### config.mk
export PLATFORM = sky130hd
export DESIGN_NAME = lvn_queue
export DESIGN_NICKNAME = d
export VERILOG_FILES = /design/src/hdl/lvn_pkg.sv /design/src/hdl/lvn_queue.sv
export SDC_FILE = /design/constraint.sdc
export NUM_CORES = 1
export LEC_CHECK = 0
export BUFFER_PORTS_ARGS = -buffer_cell sky130_fd_sc_hd__buf_4
export CAP_MARGIN = 40
export CORE_MARGIN = 2
export CORE_UTILIZATION = 57
export DETAILED_ROUTE_END_ITERATION = 10
export PLACE_DENSITY = 0.79
export SYNTH_ARGS = -nofsm -noshare
export SYNTH_HDL_FRONTEND = slang
export SYNTH_SLANG_ARGS = --single-unit
### constraint.sdc
create_clock -name clk -period 3.2 [get_ports clk]
set_clock_uncertainty 0.1 [all_clocks]
set_input_delay 0.32 -clock clk [delete_from_list [all_inputs] [get_ports clk]]
set_output_delay 0.32 -clock clk [all_outputs]
set_load 0.1 [all_outputs]
### src/hdl/lvn_pkg.sv
// ============================================================================
// lvn_pkg: shared types and constants for the 3D lattice value noise core
// Widths, table select codes and the queue entry type.
// ============================================================================
package lvn_pkg;

	localparam int TableDepth   = 256;
	localparam int IdxW         = $clog2(TableDepth);
	localparam int FracW        = 16;
	localparam int ValW         = 16;
	localparam int PermW        = 8;
	localparam int PointW       = 32;
	localparam int QueueDepth   = 4;
	localparam int QueuePtrW    = $clog2(QueueDepth);

	typedef enum logic [1:0] {
		SEL_VALUE  = 2'd0,
		SEL_PERM_X = 2'd1,
		SEL_PERM_Y = 2'd2,
		SEL_PERM_Z = 2'd3
	} table_sel_t;

	typedef enum logic {
		CMD_WRITE  = 1'b0,
		CMD_SAMPLE = 1'b1
	} command_t;

	// One queued sample: lattice cell and raw fraction per axis.
	typedef struct packed {
		logic [IdxW-1:0]  cell_x;
		logic [IdxW-1:0]  cell_y;
		logic [IdxW-1:0]  cell_z;
		logic [FracW-1:0] frac_x;
		logic [FracW-1:0] frac_y;
		logic [FracW-1:0] frac_z;
	} sample_t;

	// Table write broadcast from the front end to the table copies.
	typedef struct packed {
		logic             en;
		table_sel_t       sel;
		logic [IdxW-1:0]  idx;
		logic [ValW-1:0]  data;
	} table_wr_t;

endpackage

### src/hdl/lvn_queue.sv
// ============================================================================
// lvn_queue: small FIFO between front and back
// ============================================================================
module lvn_queue (
	input  logic                 clk,
	input  logic                 arst_n,
	input  logic                 push,
	input  lvn_pkg::sample_t     push_data,
	output logic                 full,
	input  logic                 pop,
	output logic                 not_empty,
	output lvn_pkg::sample_t     pop_data
);
	lvn_pkg::sample_t mem_q [lvn_pkg::QueueDepth];
	logic [lvn_pkg::QueuePtrW-1:0] wptr_q, rptr_q;
	logic [lvn_pkg::QueuePtrW:0]   count_q;

	assign full      = (count_q == (lvn_pkg::QueuePtrW+1)'(lvn_pkg::QueueDepth));
	assign not_empty = (count_q != '0);
	assign pop_data  = mem_q[rptr_q];

	always_ff @(posedge clk) begin
		if (push) mem_q[wptr_q] <= push_data;
	end

	always_ff @(posedge clk or negedge arst_n) begin
		if (!arst_n) begin
			wptr_q  <= '0;
			rptr_q  <= '0;
			count_q <= '0;
		end else begin
			if (push) wptr_q <= wptr_q + 1'b1;
			if (pop)  rptr_q <= rptr_q + 1'b1;
			unique case ({push, pop})
				2'b10:   count_q <= count_q + 1'b1;
				2'b01:   count_q <= count_q - 1'b1;
				default: count_q <= count_q;
			endcase
		end
	end
endmodule

# Word level (Yosys, flattened, before mapping)
# Memories as Yosys holds them, arrays and structs flattened.
# Cells that the tools add are included.
dict set report classes {
  addsub 4
  mux 3
  n_eq_ne 3
  reduce_logical 2
}
# op count
set op_table {}
lappend op_table {{$pmux 3 s2} 1}
lappend op_table {{$add 2x1->2 const B} 2}
lappend op_table {{$add 3x1->3 const B} 1}
lappend op_table {{$eq 3x3->1 const B} 1}
lappend op_table {{$reduce_bool 3->1} 1}
lappend op_table {{$sub 3x1->3 const B} 1}
lappend op_table {{$eq 2x1->1 const B} 1}
lappend op_table {{$eq 2x2->1 const B} 1}
lappend op_table {{$mux 1} 2}
lappend op_table {{$reduce_bool 2->1} 1}
dict set report word_totals {
  reg_bits 7
  out_inout_bits 74
  mem_bits_rw 288
  memories 1
}
# memory depth word_bits rd rd_ports_with_merged_regs write_ports line_no
set mem_list {}
lappend mem_list {mem_q 4 72 1 0 1 lvn_queue.sv:14} ;# lvn_pkg::sample_t mem_q [lvn_pkg::QueueDepth];

# Logic depth before layout (Yosys ltp)
dict set report logic_depth {
  word_depth 2
  ltp_mapped 7
  ltp_nobuf 7
}

# Least setup slack after synthesis
# No wires, ideal clock.
dict set report synth_path {
  path_kind {reg-to-reg}
  start {reg wptr_q[0] (netlist bit)}
  end {mem mem_q[0][0] (netlist bit), enable pin}
  path_slack_ns 0.357
  stages_incl_launch_ff 4
  path_buffers 0
  arrival_time_ns 2.305
  synth_period_minus_slack_ns 2.843
  required_time_ns 2.662
  cell_sequence {dfrtp_1 inv_1 ha_1 and2_1}
}
# item line_no
set synth_lines {}
lappend synth_lines {{start: declaration} lvn_queue.sv:15} ;# logic [lvn_pkg::QueuePtrW-1:0] wptr_q, rptr_q;
lappend synth_lines {{start signal: assignment} lvn_queue.sv:32} ;# if (push) wptr_q <= wptr_q + 1'b1;
lappend synth_lines {{end: declaration} lvn_queue.sv:14}
# No word-level cell before the write port.

==> impl_results.md <==
- Area Growth Syn to Fin: 29.9%
- Skew-Pair Late Insertion Delay: between 0.5 and 0.6 ns
- Reg area: 8830 sq um
- Fin Setup TNS: 0 ns
- Post-Route Utilization: 75.2%
- Post-synthesis sequential area ratio: about four fifths
- Post-synth top area share: around 80%
- Layout cells sized above 1: between 40% and 50%
- Resize count post-CTS: 0
- YS warnings: 0
- Status: finished clean
- Crit path launch: rptr_q[0]
- Via count: between 5,000 and 6,000
- Final Instance Area: around 14,000 sq um
- # fillers: slightly above 1,000
- Top post-synthesis cells by area: edfxtp_1, mux4_2, dfrtp_1
- Req. time, crit path: approximately 2.8 ns
- DRC Markers: 0
- R2R setup slack: around 1.2 ns
- Clk sinks: 295
- Nets@finish: approximately 740
- Vias in the first global route: ~5,700
- Depth of the CTS H-tree: 1
- First-pass iteration count of the detailed router: 4
- CTS tree: done
- Min-Delay Path Class: input pin to async pin
- DRT iter0 DRCs: between 200 and 300
- DP HPWL: approximately 12 mm
- Slowest-stage cell, CP: dfrtp_4
- Max Freq: around 350 MHz
- CP endpoint kind: output pin
- Antenna Nets Post-Route: 0
- Largest net degree at the start of global routing: 40
- Endpoints failing hold: 0
- Reg-to-Reg End: mem_q[1][3]
- Asr flop ratio synth: 2.37%
- Reg clk slew, reported paths: 0.06 ns
- Drt via density: 5.55
- Port Buf Inserts: roughly 150
- Routability cong.: roughly 0.71
- Die width: about 140 um
- Final Max Tran Viols: 0
- Worst r2r src: wptr_q[1]
- Critical path class: register to output pin
- Post-Syn Nets: between 400 and 500
- EDFF count, synth: roughly 290
- Yosys top cell by area: edfxtp_1
- Average size of a mapped cell: ~26 sq um
- Max_cap viols: 0
- Endpoints failing setup: 0
- Area of the multi-input gates: around 1800 sq um
- Dominant synthesized flop cell: edfxtp_1
- Slew headroom: 60.5%
- Period utilization: between 80% and 90%
- Core area: around 19,000 sq um
- Starting Density: 57.9%
- Synth Instances: 412
- Die height: between 100 and 150 um
- Io pins: 150
- Least-Margin Pin Slew: between 0.5 and 0.6 ns
- Tmin final: ~2.8 ns
- Row count: 50
- Synth cell types: 18
- Cell Chain, Critical Path: buf_12, mux4_2, buf_4
- Initial antenna violation count: 1
- Die Area: ~20,000 sq um
- WP data arrival: 2.42 ns
- Dpl cell area: 12,200 sq um
- CTS Root Buffer Type: clkbuf_16
- Critical path fanouts, max: 34
- Most frequent cell after synthesis: edfxtp_1
- Post-synth top cells: edfxtp_1, mux4_2, buf_2, buf_6, dfrtp_1
- # Post-CTS Setup Buffers: 0
- CTS Buffer Depth: 3
- WL/cell: 22.1 um
- First-pass GRT wire length: approximately 32 mm
- GRT Overall Usage: a little over a fifth
- Post-CTS Hold Buffers: 75
- Reg2Reg Depth: 4
- Critical path launch point type: register
- Yosys reg bits: 295
- Slowest Stage Delay on Critical Path: 0.67 ns
- Mapped cell area: roughly 11,000 sq um
- Final WL: ~20 mm
- CTS Buf Count: 30
- Worst setup path endpoint: pop_data[44]
- Final hold slack: 0.0699 ns
- Gr ovfl total: 0
- RSZ-0062 raised after global routing: false
==> metal layers <==
| metal | track usage [%] | wire [um] |
|---|---|---|
| met5 | 0 | 0 |
| met4 | 5.05 | 436 |
| met3 | 4.79 | 1220 |
| met2 | 37.3 | 10900 |
| met1 | 26.7 | 7840 |
==> critical path, delay by kind of cell (launching register included) <==
kind	cells	cell delay (ns)
DFF	1	0.67
muxes	1	0.58
buffers and inverters	2	0.57
==> registers in the layout, indices dropped and copies added (netlist names) <==
name     flops
count_q      3
rptr_q       2
mem_q      288
wptr_q       2
==> metrics by stage <==
step | setup WS [ns] | cells
floorplan | 0.357 | 412
global placement | 0.888 | 787
detailed placement | 0.888 | 787
CTS | 0.299 | 918
global route | 0.229 | 919
finish | 0.365 | 919
==> layout by cell type, fill, tap and decap left out <==
| cell type | netlist | final |
|---|---|---|
| dfrtp_4 | 0 | 2 |
| o21ai_0 | 1 | 1 |
| clkinv_2 | 0 | 2 |
| nor2_1 | 1 | 1 |
| clkbuf_1 | 0 | 5 |
| and2_4 | 0 | 4 |
| xnor2_1 | 2 | 2 |
| edfxtp_1 | 288 | 288 |
| diode_2 | 0 | 1 |
| mux4_2 | 72 | 72 |
| dlygate4sd3_1 | 0 | 75 |
| xor2_1 | 4 | 4 |
| and3_1 | 1 | 1 |
| bufinv_16 | 0 | 6 |
| fa_1 | 1 | 1 |
| or3_1 | 1 | 1 |
| inv_1 | 6 | 6 |
| clkinvlp_4 | 0 | 1 |
| mux2i_1 | 1 | 1 |
| buf_12 | 0 | 6 |
| dfrtp_1 | 7 | 5 |
| nand2_1 | 2 | 2 |
| inv_8 | 0 | 1 |
| buf_4 | 1 | 151 |
| clkbuf_16 | 0 | 31 |
| clkinv_1 | 0 | 10 |
| ha_1 | 5 | 5 |
==> worst min-delay path by stage <==
stage	start	to	slack, ns	cells past startpoint
2_1_floorplan	arst_n	count_q[0]	-0.08	0
3_3_place_gp	arst_n	rptr_q[1]	0.04	1
4_1_cts	arst_n	count_q[0]	0.02	2
6_report	arst_n	rptr_q[0]	0.07	2
3_5_place_dp	arst_n	wptr_q[0]	0.04	1
5_1_grt	arst_n	count_q[0]	0.05	2
==> cell families after synthesis <==
group | after synthesis | share of synthesized area (%)
and+or+nand+nor | 9 | 0.452
DFF | 295 | 81.8
muxes | 73 | 15.1
adders and majority gates | 6 | 0.765
buffers and inverters | 22 | 1.38
AOI/OAI and AO/OA | 1 | 0.0463
xor gates and xnor gates | 6 | 0.487
==> layout make-up <==
type	instances	share of cell area, %
diodes	1	0.0178
clock buffers	36	5.67
clock inverters	20	1.76
inverters	6	0.161
multi-input cells	95	13.1
flip-flops and latches	295	63.0
well taps	234	2.09
repair buffers	232	14.3
Power is not shown: default switching activity piles up to over one toggle a cycle in this logic, so the estimate is an artifact.
